## src/hdl/tlbae_pkg.sv

```systemverilog
package tlbae_pkg;

	localparam int FIELD_W = 20;
	localparam int AGE_W = 16;
	localparam int TOTAL_W = 32;

	localparam logic [AGE_W-1:0] AGE_MAX = '1;

	localparam logic FUNC_LOOKUP = 1'b0;
	localparam logic FUNC_FILL = 1'b1;

	typedef struct packed {
		logic               func;
		logic [FIELD_W-1:0] vpn;
		logic [FIELD_W-1:0] pfn;
	} tlbae_in_t;

	typedef struct packed {
		logic               hit;
		logic [FIELD_W-1:0] frame_out;
		logic               evicted;
		logic [FIELD_W-1:0] evicted_page;
		logic [TOTAL_W-1:0] lookup_total;
		logic [TOTAL_W-1:0] miss_total;
	} tlbae_out_t;

	typedef struct packed {
		logic start;
		logic out_free;
	} tlbae_req_t;

	typedef struct packed {
		logic idle;
		logic done;
	} tlbae_sts_t;

endpackage

```

## src/hdl/tlbae_ram.sv

```systemverilog
module tlbae_ram #(
	parameter int WIDTH = 56,
	parameter int DEPTH = 16,
	localparam int AW = (DEPTH > 1) ? $clog2(DEPTH) : 1
) (
	input  logic                   clk,
	input  logic                   we,
	input  logic [AW-1:0]          waddr,
	input  logic [WIDTH-1:0]       wdata,
	input  logic                   re,
	input  logic [AW-1:0]          raddr,
	output logic [WIDTH-1:0]       rdata
);

	logic [WIDTH-1:0] mem_q [DEPTH];

	always_ff @(posedge clk) begin
		if (we) begin
			mem_q[waddr] <= wdata;
		end
		if (re) begin
			rdata <= mem_q[raddr];
		end
	end

endmodule

```

## src/hdl/tlbae_seq.sv

```systemverilog
module tlbae_seq #(
	parameter int TLB_ENTRIES = 16,
	parameter int FRAME_BITS = 20,
	localparam int FW = (FRAME_BITS < tlbae_pkg::FIELD_W) ? FRAME_BITS : tlbae_pkg::FIELD_W,
	localparam int RW = tlbae_pkg::FIELD_W + FW + tlbae_pkg::AGE_W,
	localparam int IW = (TLB_ENTRIES > 1) ? $clog2(TLB_ENTRIES) : 1
) (
	input  logic                 clk,
	input  logic                 arst_n,
	input  tlbae_pkg::tlbae_req_t req,
	input  tlbae_pkg::tlbae_in_t  item,
	output tlbae_pkg::tlbae_sts_t sts,
	output tlbae_pkg::tlbae_out_t res,
	output logic                 ram_we,
	output logic [IW-1:0]        ram_waddr,
	output logic [RW-1:0]        ram_wdata,
	output logic                 ram_re,
	output logic [IW-1:0]        ram_raddr,
	input  logic [RW-1:0]        ram_rdata
);

	localparam int FLD_W = tlbae_pkg::FIELD_W;
	localparam int AGE_W = tlbae_pkg::AGE_W;
	localparam int TOT_W = tlbae_pkg::TOTAL_W;
	localparam int CW = $clog2(TLB_ENTRIES + 1);
	localparam logic [CW-1:0] NCNT = CW'(TLB_ENTRIES);

	typedef enum logic [5:0] {
		S_IDLE  = 6'b000001,
		S_LOOK  = 6'b000010,
		S_SCAN  = 6'b000100,
		S_SHIFT = 6'b001000,
		S_WRITE = 6'b010000,
		S_DONE  = 6'b100000
	} state_t;

	state_t state_q;

	tlbae_pkg::tlbae_in_t item_q;
	logic [CW-1:0]    cnt_q;
	logic [CW-1:0]    rd_cnt_q;
	logic             rv_s1;
	logic [IW-1:0]    ra_s1;
	logic             hit_q;
	logic [FW-1:0]    frame_q;
	logic             evicted_q;
	logic [FLD_W-1:0] vpage_q;
	logic [AGE_W-1:0] best_q;
	logic [IW-1:0]    victim_q;
	logic [TOT_W-1:0] lookups_q;
	logic [TOT_W-1:0] misses_q;

	logic [FLD_W-1:0] r_page;
	logic [FW-1:0]    r_frame;
	logic [AGE_W-1:0] r_age;
	logic [AGE_W-1:0] new_age;
	logic             match;
	logic             drained;

	assign r_page  = ram_rdata[RW-1 -: FLD_W];
	assign r_frame = ram_rdata[AGE_W +: FW];
	assign r_age   = ram_rdata[AGE_W-1:0];
	assign match   = (r_page == item_q.vpn);
	assign ram_raddr = rd_cnt_q[IW-1:0];
	assign drained = !ram_re && !rv_s1;

	always_comb begin
		if (match) begin
			new_age = '0;
		end else if (r_age != tlbae_pkg::AGE_MAX) begin
			new_age = r_age + AGE_W'(1);
		end else begin
			new_age = r_age;
		end
	end

	always_comb begin
		ram_re = 1'b0;
		ram_we = 1'b0;
		ram_waddr = ra_s1;
		ram_wdata = {r_page, r_frame, new_age};
		unique case (state_q)
			S_LOOK: begin
				ram_re = (rd_cnt_q < cnt_q);
				ram_we = rv_s1;
			end
			S_SCAN: begin
				ram_re = (rd_cnt_q < NCNT);
			end
			S_SHIFT: begin
				// move each later entry up by one place
				ram_re = (rd_cnt_q < NCNT);
				ram_we = rv_s1;
				ram_waddr = ra_s1 - IW'(1);
				ram_wdata = ram_rdata;
			end
			S_WRITE: begin
				ram_we = 1'b1;
				ram_waddr = cnt_q[IW-1:0];
				ram_wdata = {item_q.vpn, item_q.pfn[FW-1:0], {AGE_W{1'b0}}};
			end
			default: begin
			end
		endcase
	end

	always_ff @(posedge clk or negedge arst_n) begin
		if (!arst_n) begin
			state_q   <= S_IDLE;
			cnt_q     <= '0;
			rd_cnt_q  <= '0;
			rv_s1     <= 1'b0;
			lookups_q <= '0;
			misses_q  <= '0;
		end else begin
			rv_s1 <= ram_re;
			rd_cnt_q <= rd_cnt_q + CW'(ram_re);
			unique case (state_q)
				S_IDLE: begin
					if (req.start) begin
						rd_cnt_q <= '0;
						if (item.func == tlbae_pkg::FUNC_LOOKUP) begin
							lookups_q <= lookups_q + TOT_W'(1);
							state_q <= S_LOOK;
						end else if (cnt_q == NCNT) begin
							state_q <= S_SCAN;
						end else begin
							state_q <= S_WRITE;
						end
					end
				end
				S_LOOK: begin
					if (drained) begin
						if (!hit_q) begin
							misses_q <= misses_q + TOT_W'(1);
						end
						state_q <= S_DONE;
					end
				end
				S_SCAN: begin
					if (drained) begin
						rd_cnt_q <= CW'(victim_q) + CW'(1);
						state_q <= S_SHIFT;
					end
				end
				S_SHIFT: begin
					if (drained) begin
						cnt_q <= NCNT - CW'(1);
						state_q <= S_WRITE;
					end
				end
				S_WRITE: begin
					cnt_q <= cnt_q + CW'(1);
					state_q <= S_DONE;
				end
				S_DONE: begin
					if (req.out_free) begin
						state_q <= S_IDLE;
					end
				end
				default: begin
					state_q <= S_IDLE;
				end
			endcase
		end
	end

	always_ff @(posedge clk) begin
		ra_s1 <= ram_raddr;
		if (state_q == S_IDLE && req.start) begin
			item_q    <= item;
			hit_q     <= 1'b0;
			frame_q   <= '0;
			evicted_q <= 1'b0;
			vpage_q   <= '0;
		end
		if (state_q == S_LOOK && rv_s1 && match) begin
			// keep the frame of the last match
			hit_q   <= 1'b1;
			frame_q <= r_frame;
		end
		if (state_q == S_SCAN) begin
			if (rv_s1 && (ra_s1 == '0 || r_age > best_q)) begin
				best_q   <= r_age;
				victim_q <= ra_s1;
				vpage_q  <= r_page;
			end
			if (drained) begin
				evicted_q <= 1'b1;
			end
		end
	end

	assign sts.idle = (state_q == S_IDLE);
	assign sts.done = (state_q == S_DONE) && req.out_free;

	assign res.hit          = hit_q;
	assign res.frame_out    = FLD_W'(frame_q);
	assign res.evicted      = evicted_q;
	assign res.evicted_page = vpage_q;
	assign res.lookup_total = lookups_q;
	assign res.miss_total   = misses_q;

endmodule

```

## src/hdl/tlb_with_age_based_eviction.sv

```systemverilog
// Processing: a lookup reads each valid entry once and writes back its updated age; a fill
// with room writes the new entry directly; a fill into a full TLB first scans every age to
// pick the victim, then closes up the entries after it. A stalled output holds the sequencer.
// Throughput: one item at a time; the next item can be taken in the cycle after a result is
// registered, and it is processed while the finished one waits in the output register.
// Reset (arst_n low, asynchronous) empties the TLB and clears both counters; RAM keeps its data.
module tlb_with_age_based_eviction #(
	parameter int TLB_ENTRIES = 16,
	parameter int FRAME_BITS = 20
) (
	input  logic                  clk,
	input  logic                  arst_n,
	input  logic                  in_valid,
	output logic                  in_ready,
	input  tlbae_pkg::tlbae_in_t  in_data,
	output logic                  out_valid,
	input  logic                  out_ready,
	output tlbae_pkg::tlbae_out_t out_data
);

	localparam int FW = (FRAME_BITS < tlbae_pkg::FIELD_W) ? FRAME_BITS : tlbae_pkg::FIELD_W;
	localparam int RW = tlbae_pkg::FIELD_W + FW + tlbae_pkg::AGE_W;
	localparam int IW = (TLB_ENTRIES > 1) ? $clog2(TLB_ENTRIES) : 1;

	tlbae_pkg::tlbae_req_t req;
	tlbae_pkg::tlbae_sts_t sts;
	tlbae_pkg::tlbae_out_t res;

	logic          ram_we;
	logic [IW-1:0] ram_waddr;
	logic [RW-1:0] ram_wdata;
	logic          ram_re;
	logic [IW-1:0] ram_raddr;
	logic [RW-1:0] ram_rdata;

	logic out_valid_q;
	tlbae_pkg::tlbae_out_t out_q;

	assign in_ready     = sts.idle;
	assign req.start    = in_valid && sts.idle;
	assign req.out_free = !out_valid_q || out_ready;

	tlbae_seq #(
		.TLB_ENTRIES(TLB_ENTRIES),
		.FRAME_BITS(FRAME_BITS)
	) u_seq (
		.clk(clk),
		.arst_n(arst_n),
		.req(req),
		.item(in_data),
		.sts(sts),
		.res(res),
		.ram_we(ram_we),
		.ram_waddr(ram_waddr),
		.ram_wdata(ram_wdata),
		.ram_re(ram_re),
		.ram_raddr(ram_raddr),
		.ram_rdata(ram_rdata)
	);

	tlbae_ram #(
		.WIDTH(RW),
		.DEPTH(TLB_ENTRIES)
	) u_ram (
		.clk(clk),
		.we(ram_we),
		.waddr(ram_waddr),
		.wdata(ram_wdata),
		.re(ram_re),
		.raddr(ram_raddr),
		.rdata(ram_rdata)
	);

	always_ff @(posedge clk or negedge arst_n) begin
		if (!arst_n) begin
			out_valid_q <= 1'b0;
		end else if (sts.done) begin
			out_valid_q <= 1'b1;
		end else if (out_ready) begin
			out_valid_q <= 1'b0;
		end
	end

	always_ff @(posedge clk) begin
		if (sts.done) begin
			out_q <= res;
		end
	end

	assign out_valid = out_valid_q;
	assign out_data  = out_q;

endmodule

```

## config.mk

```make
export PLATFORM = sky130hd
export DESIGN_NAME = tlb_with_age_based_eviction
export DESIGN_NICKNAME = d
export VERILOG_FILES = /design/src/hdl/tlbae_pkg.sv /design/src/hdl/tlbae_ram.sv /design/src/hdl/tlbae_seq.sv /design/src/hdl/tlb_with_age_based_eviction.sv
export SDC_FILE = /design/constraint.sdc
export NUM_CORES = 1
export LEC_CHECK = 0
export CORE_UTILIZATION = 40
export CTS_CLUSTER_DIAMETER = 80
export DETAILED_ROUTE_END_ITERATION = 16
export DONT_BUFFER_PORTS = 1
export GPL_TIMING_DRIVEN = 0
export PLACE_DENSITY = 0.65
export SYNTH_ARGS = -nofsm -noshare
export SYNTH_HDL_FRONTEND = slang
export SYNTH_SLANG_ARGS = --single-unit
```

## constraint.sdc

```tcl
create_clock -name clk -period 10.4 [get_ports clk]
set_clock_uncertainty 0.05 [all_clocks]
set_input_delay 1.56 -clock clk [delete_from_list [all_inputs] [get_ports clk]]
set_output_delay 1.56 -clock clk [all_outputs]
set_load 0.05 [all_outputs]
```

== Word-level counts from Yosys, hierarchy flattened ==
Memory sizes are Yosys's and may differ from the RTL's. A register that Yosys moved wholly into a read port is not among the register bits.
Cells that the tools add are included.
Cells by class
  order comparisons: 3
  divide/modulo/power cells: 0
  multipliers: 0
  add/subtract/negate cells: 7
  reductions and logical operators: 23
  bitwise gates (word level): 2
  shifts and indexed selects: 0
  mux-type cells: 31
  equal/unequal tests: 14
Operators by type and width (count)
  one-hot mux 56 bit (2 select lines): 1
  two-way mux 20 bit: 5
  adder 32 x 1 -> 32 bit (second input constant): 2
  two-way mux 6 bit: 6
  one-hot mux 6 bit (6 select lines): 1
  two-way mux 16 bit: 2
  == test 20 bit: 1
  two-way mux 5 bit: 4
  one-hot mux 5 bit (2 select lines): 2
  adder 16 x 1 -> 16 bit (second input constant): 1
  greater-than comparator 16 bit: 1
  inequality test 16 bit (second input constant): 1
  inequality test 2 x 1 -> 1 bit (second input constant): 5
  one-hot mux 4 bit (2 select lines): 1
  logical AND 1 bit: 7
  two-way mux 1 bit: 7
  == test 6 x 1 -> 1 bit (second input constant): 1
  == test 6 x 2 -> 1 bit (second input constant): 1
  == test 6 x 3 -> 1 bit (second input constant): 1
  == test 6 x 4 -> 1 bit (second input constant): 1
  == test 6 x 5 -> 1 bit (second input constant): 1
  == test 6 bit (second input constant): 1
  AND reduction 3 bit: 2
  nonzero test 2 bit: 3
  15 further kinds: 22
Word-level totals
  memory bits (read-only): 0
  RAM bits: 896
  latch bits: 0
  output and inout bits: 108
  memories: 1
  bits in registers: 294
Memories
  u_ram.mem_q: depth 16, width 56, read ports 1, clocked after memory_dff 1, write ports 1, RTL line tlbae_ram.sv:15  | logic [WIDTH-1:0] mem_q [DEPTH];

== Longest topological paths before layout ==
  depth in word-level cells: 7
  depth in mapped cells: 11
  gate-level depth less buffers: 11

== Modules after synthesis ==
From an unflattened synthesis, not the netlist that was laid out.
Unflattened totals
  cell total of the unflattened synthesis: 2422
  area, all modules: 47600.7 µm²
By module, submodules not included
  tlbae_ram: seq. area each 28587.4 µm², cells each 1445, area each 35238.8 µm², instances 1
  tlbae_seq: seq. area each 4951.0 µm², cells each 867, area each 9125.0 µm², instances 1
  tlb_with_age_based_eviction: seq. area each 3208.1 µm², cells each 110, area each 3236.9 µm², instances 1

== Worst setup path before layout ==
Ideal clock, no wire load.
  kind: input port to flip-flop
  from: in out_ready
  to: reg out_q (netlist bit out_data[0]) (enable)
  arrival time: 6.411 ns
  slack: 3.356 ns
  buffers on the path: 0
  cell stages on the path: 2
  cells stage by stage: nand2b_1 nor2b_1
RTL lines
  start, declared: RTL line tlb_with_age_based_eviction.sv:17  | input logic out_ready,
  end signal, assigned: RTL line tlb_with_age_based_eviction.sv:86  | out_q <= res;
  end, declared: RTL line tlb_with_age_based_eviction.sv:37  | tlbae_pkg::tlbae_out_t out_q;

== Worst setup path in the final report ==
  from: reg u_seq.state_q[5]
  to: mem u_ram.mem_q[12][33] (enable)
Between the ends
  word-level cells in the longest chain between the ends: 5
  elaborated cells on any way between the ends: 8
  those cells by class: 3 x eq/ne; 4 x mux; 1 x reduce/logical
Ends and longest elaborated chain
  start, declared: RTL line tlbae_seq.sv:37  | state_t state_q;
  start signal, assigned: RTL line tlbae_seq.sv:109  | state_q <= S_IDLE;
  start signal, assigned: RTL line tlbae_seq.sv:124  | state_q <= S_LOOK;
  start signal, assigned: RTL line tlbae_seq.sv:126  | state_q <= S_SCAN;
  == test 6 x 4 -> 1 bit / == test 6 x 2 -> 1 bit (equally long branches): RTL line tlbae_seq.sv:82  | unique case (state_q)
  OR reduction 2 bit (no line)
  one-hot mux 1 bit (2 select lines): RTL line tlbae_seq.sv:82
  two-way mux 1 bit: RTL line tlbae_ram.sv:18  | if (we) begin
  two-way mux 1 bit (not written as such): RTL line tlbae_ram.sv:19  | mem_q[waddr] <= wdata;
  end, declared: RTL line tlbae_ram.sv:15
Several ways; a longest one is shown, not always the timed one.

==> flow_metrics.env <==
export IMPL_start_util_pct=40.3
export IMPL_ir_drop_v=0.000160
export IMPL_wl_met3_um=9650
export IMPL_drv_slew=0
export IMPL_die_y_um=347
export IMPL_final_nets=2560
export IMPL_nFillCells=9548
export IMPL_cts_buffers=120
export IMPL_hold_violations=0
export IMPL_p_leak_nw=17.6
export IMPL_insertion_delay_ps=720
export IMPL_setup_tns_ps=0
export IMPL_drive_above_1_share_pct=21.2
export IMPL_p_per_area_nw_per_um2=224
export IMPL_p_comb_share_pct=14.6
export IMPL_core_um2=118000
export IMPL_cp_max_fo=16
export IMPL_grt_max_degree=83
export IMPL_p_sw_share_pct=25.4
export IMPL_critPathArrivalTime_ps=4700
export IMPL_seq_area_frac_synth_pct=77.2
export IMPL_synth_async_reset_ratio_pct=6.58
export IMPL_ant_nets=0
export IMPL_clkTransAtPathRegs_ps=60
export IMPL_avgViaCountPerCell=5.73
export IMPL_ys_ff_latch=1246
export IMPL_tightest_slew_ps=1270
export IMPL_synth_cells=2312
export IMPL_globalplace_congestion=0.867
export IMPL_vias=23600
export IMPL_drt_iter0_drc=2697
export IMPL_p_seq_share_pct=50.1
export IMPL_hold_path_class="reg2reg"
export IMPL_dpl_hpwl_um=72000
export IMPL_drc=0
export IMPL_layout_setup_ws_ps=6050
export IMPL_post_synth_cell_area_avg_um2=20.6
export IMPL_postCtsSetupBuffers=0
export IMPL_cts_tree="done"
export IMPL_startpoint_type="flop"
export IMPL_dpl_cell_count=3898
export IMPL_post_drt_wl_per_cell_um=27.7
export IMPL_max_cap_viol_count=0
export IMPL_final_common_cell="edfxtp_1"
export IMPL_path_class="reg2reg"
export IMPL_timing_rr_end="u_ram.mem_q[12][33]$_DFFE_PP_"
export IMPL_finish_utilization_pct=46.3
export IMPL_rsz0062_at_grt="false"
export IMPL_antenna_cells=0
export IMPL_hold_slack_ps=368
export IMPL_ctsHoldBuffers=0
export IMPL_fmax_mhz=230
export IMPL_final_setup_viol_count=0
export IMPL_reg2regPathDepth=10
export IMPL_drtPass1Iterations=5
export IMPL_overflow=0
export IMPL_synth_top_flop_cell="edfxtp_1"
export IMPL_hold_path_depth=0
export IMPL_p_sw_mw=3.12
export IMPL_place_area_um2=50800
export IMPL_pre_cts_slack_ps=6130
export IMPL_syn2layout_area_growth_pct=14.9
export IMPL_synth_warnings=0
export IMPL_h_tree_depth=3
export IMPL_cp_data_required_time_ps=10750
export IMPL_ctsRootBufferMaster="clkbuf_16"
export IMPL_clockBufferDepth=3
export IMPL_dr_wl_met2_um=55600
export IMPL_fin_crit_sh_pct=41.8
export IMPL_final_cells=4122
export IMPL_syn_area_um2=47600
export IMPL_hp_start="u_seq.frame_q[9]$_SDFFCE_PN0P_"
export IMPL_highest_layer="met4"
export IMPL_p_int_mw=9.15
export IMPL_pwr_share_clk_pct=35.3
export IMPL_die_width_um=347
export IMPL_dieArea_um2=120000
export IMPL_holdPathEnd="out_data[94]$_DFFE_PP_"
export IMPL_worstReg2RegStart="u_seq.state_q[5]$_DFFE_PN0P_"
export IMPL_io_pins=153
export IMPL_power_mw=12.3
export IMPL_grtUsageTotal_pct=19.0
export IMPL_post_cts_resized=0
export IMPL_synth_fp_nets=2387
export IMPL_cts_sinks=1246
export IMPL_met1_length_um=45500
export IMPL_final_cell_mix="edfxtp_1 (1138), mux4_2 (280), nand2_1 (159), clkbuf_16 (121), clkbuf_1 (92)"
export IMPL_wl_um=114000
export IMPL_status="complete, no violations"
export IMPL_rows=126
export IMPL_final_area_um2=54700
export IMPL_max_slew_margin_rel_pct=15.6
export IMPL_grt_pass1_vias=24200
export IMPL_port_buffer_count=0
export IMPL_r2r_slack_ps=6050
export IMPL_cp_end_kind="flop"
export IMPL_antenna_found_initial=1
export IMPL_fin_crit_ps=4350
export IMPL_grt_pass1_wl_um=165000
export IMPL_synth_cell_types=63
export IMPL_synth_edf_count=1138
final cells by class:
cell class	instances	area [µm²]	share of cell area [%]
Sequential cell	1246	36700	67.2
Multi-Input combinational cell	917	10400	19.1
Clock buffer	153	3170	5.79
Tap cell	1536	1920	3.51
Timing Repair Buffer	51	1110	2.04
Clock inverter	70	743	1.36
Buffer	93	377	0.688
Inverter	56	210	0.384
worst max-delay path by stage:
stage	start	endpoint	slack [ps]	cells past startpoint
6_report	u_seq.state_q[5]$_DFFE_PN0P_	u_ram.mem_q[12][33]$_DFFE_PP_	6050	10
2_1_floorplan	out_ready	out_data[0]$_DFFE_PP_	3360	2
4_1_cts	u_seq.state_q[5]$_DFFE_PN0P_	u_ram.mem_q[12][33]$_DFFE_PP_	6100	10
3_5_place_dp	u_seq.state_q[1]$_DFFE_PN0P_	u_ram.mem_q[14][25]$_DFFE_PP_	6130	6
3_3_place_gp	out_ready	out_data[100]$_DFFE_PP_	340	2
5_1_grt	u_seq.state_q[1]$_DFFE_PN0P_	u_ram.mem_q[10][25]$_DFFE_PP_	5960	6
layer usage:
metal / GRT usage, % / up-vias
met4: 6.07 / 0
met2: 30.9 / 1118
met5: 0 / -
li1: - / 9762
met1: 25.7 / 12600
met3: 3.73 / 192
worst max-delay path, stage by stage, from the launching register on:
cell	delay, ps
dfrtp_1	490
or4_1	600
nor2_2	450
nor2_1	170
buf_2	240
a221oi_2	310
nand2_1	320
nor2_4	710
buf_16	260
buf_12	210
buf_16	200
cells by family (layout without fill, tap and decap cells):
logic type / after synthesis / after routing / share of synthesized area, %
xor gates and xnor gates: 88 / 88 / 1.62
muxes: 302 / 302 / 13.7
AOI/OAI and AO/OA: 98 / 98 / 1.31
adders and majority gates: 30 / 30 / 0.788
buffers and inverters: 149 / 423 / 1.23
and+or+nand+nor: 399 / 399 / 4.17
DFF: 1246 / 1246 / 77.2
registers in the layout, summed over array words and instances, names as in the netlist, 6 cells and up:
name and cells:
u_ram.mem_q 896, u_ram.rdata 56, u_seq.lookups_q 32, out_data 106
u_seq.state_q 6, u_seq.frame_q 20, u_seq.vpage_q 20, u_seq.best_q 16
u_seq.misses_q 32, u_seq.item_q 40
Yosys cell counts (13+ instances only):
cell	number	area (µm²)
dfrtp_1	81	2030
nand4_1	51	319
and3_1	13	81.3
xor2_1	29	254
edfxtp_1	1138	34200
xnor2_1	59	517
ha_1	30	375
and2_1	24	150
clkbuf_1	62	233
buf_1	16	60.1
buf_2	13	65.1
dfxtp_1	26	521
a21oi_1	19	95.1
nor2_1	48	180
nand3_1	42	210
o21ai_0	30	150
mux2i_1	21	210
inv_1	56	210
nor3_1	16	80.1
mux4_2	280	6310
nand2_1	159	597
power groups by stage:
stage | clock network [mW] | registers [mW] | logic [mW]
after floorplan | 0 | 6.20 | 1.23
after global placement | 0 | 6.27 | 1.69
after detailed placement | 0 | 6.25 | 1.80
after CTS | 4.40 | 6.15 | 1.81
after global routing | 4.59 | 6.16 | 1.92
final | 4.33 | 6.14 | 1.79
(Power assumes the default switching activity.)
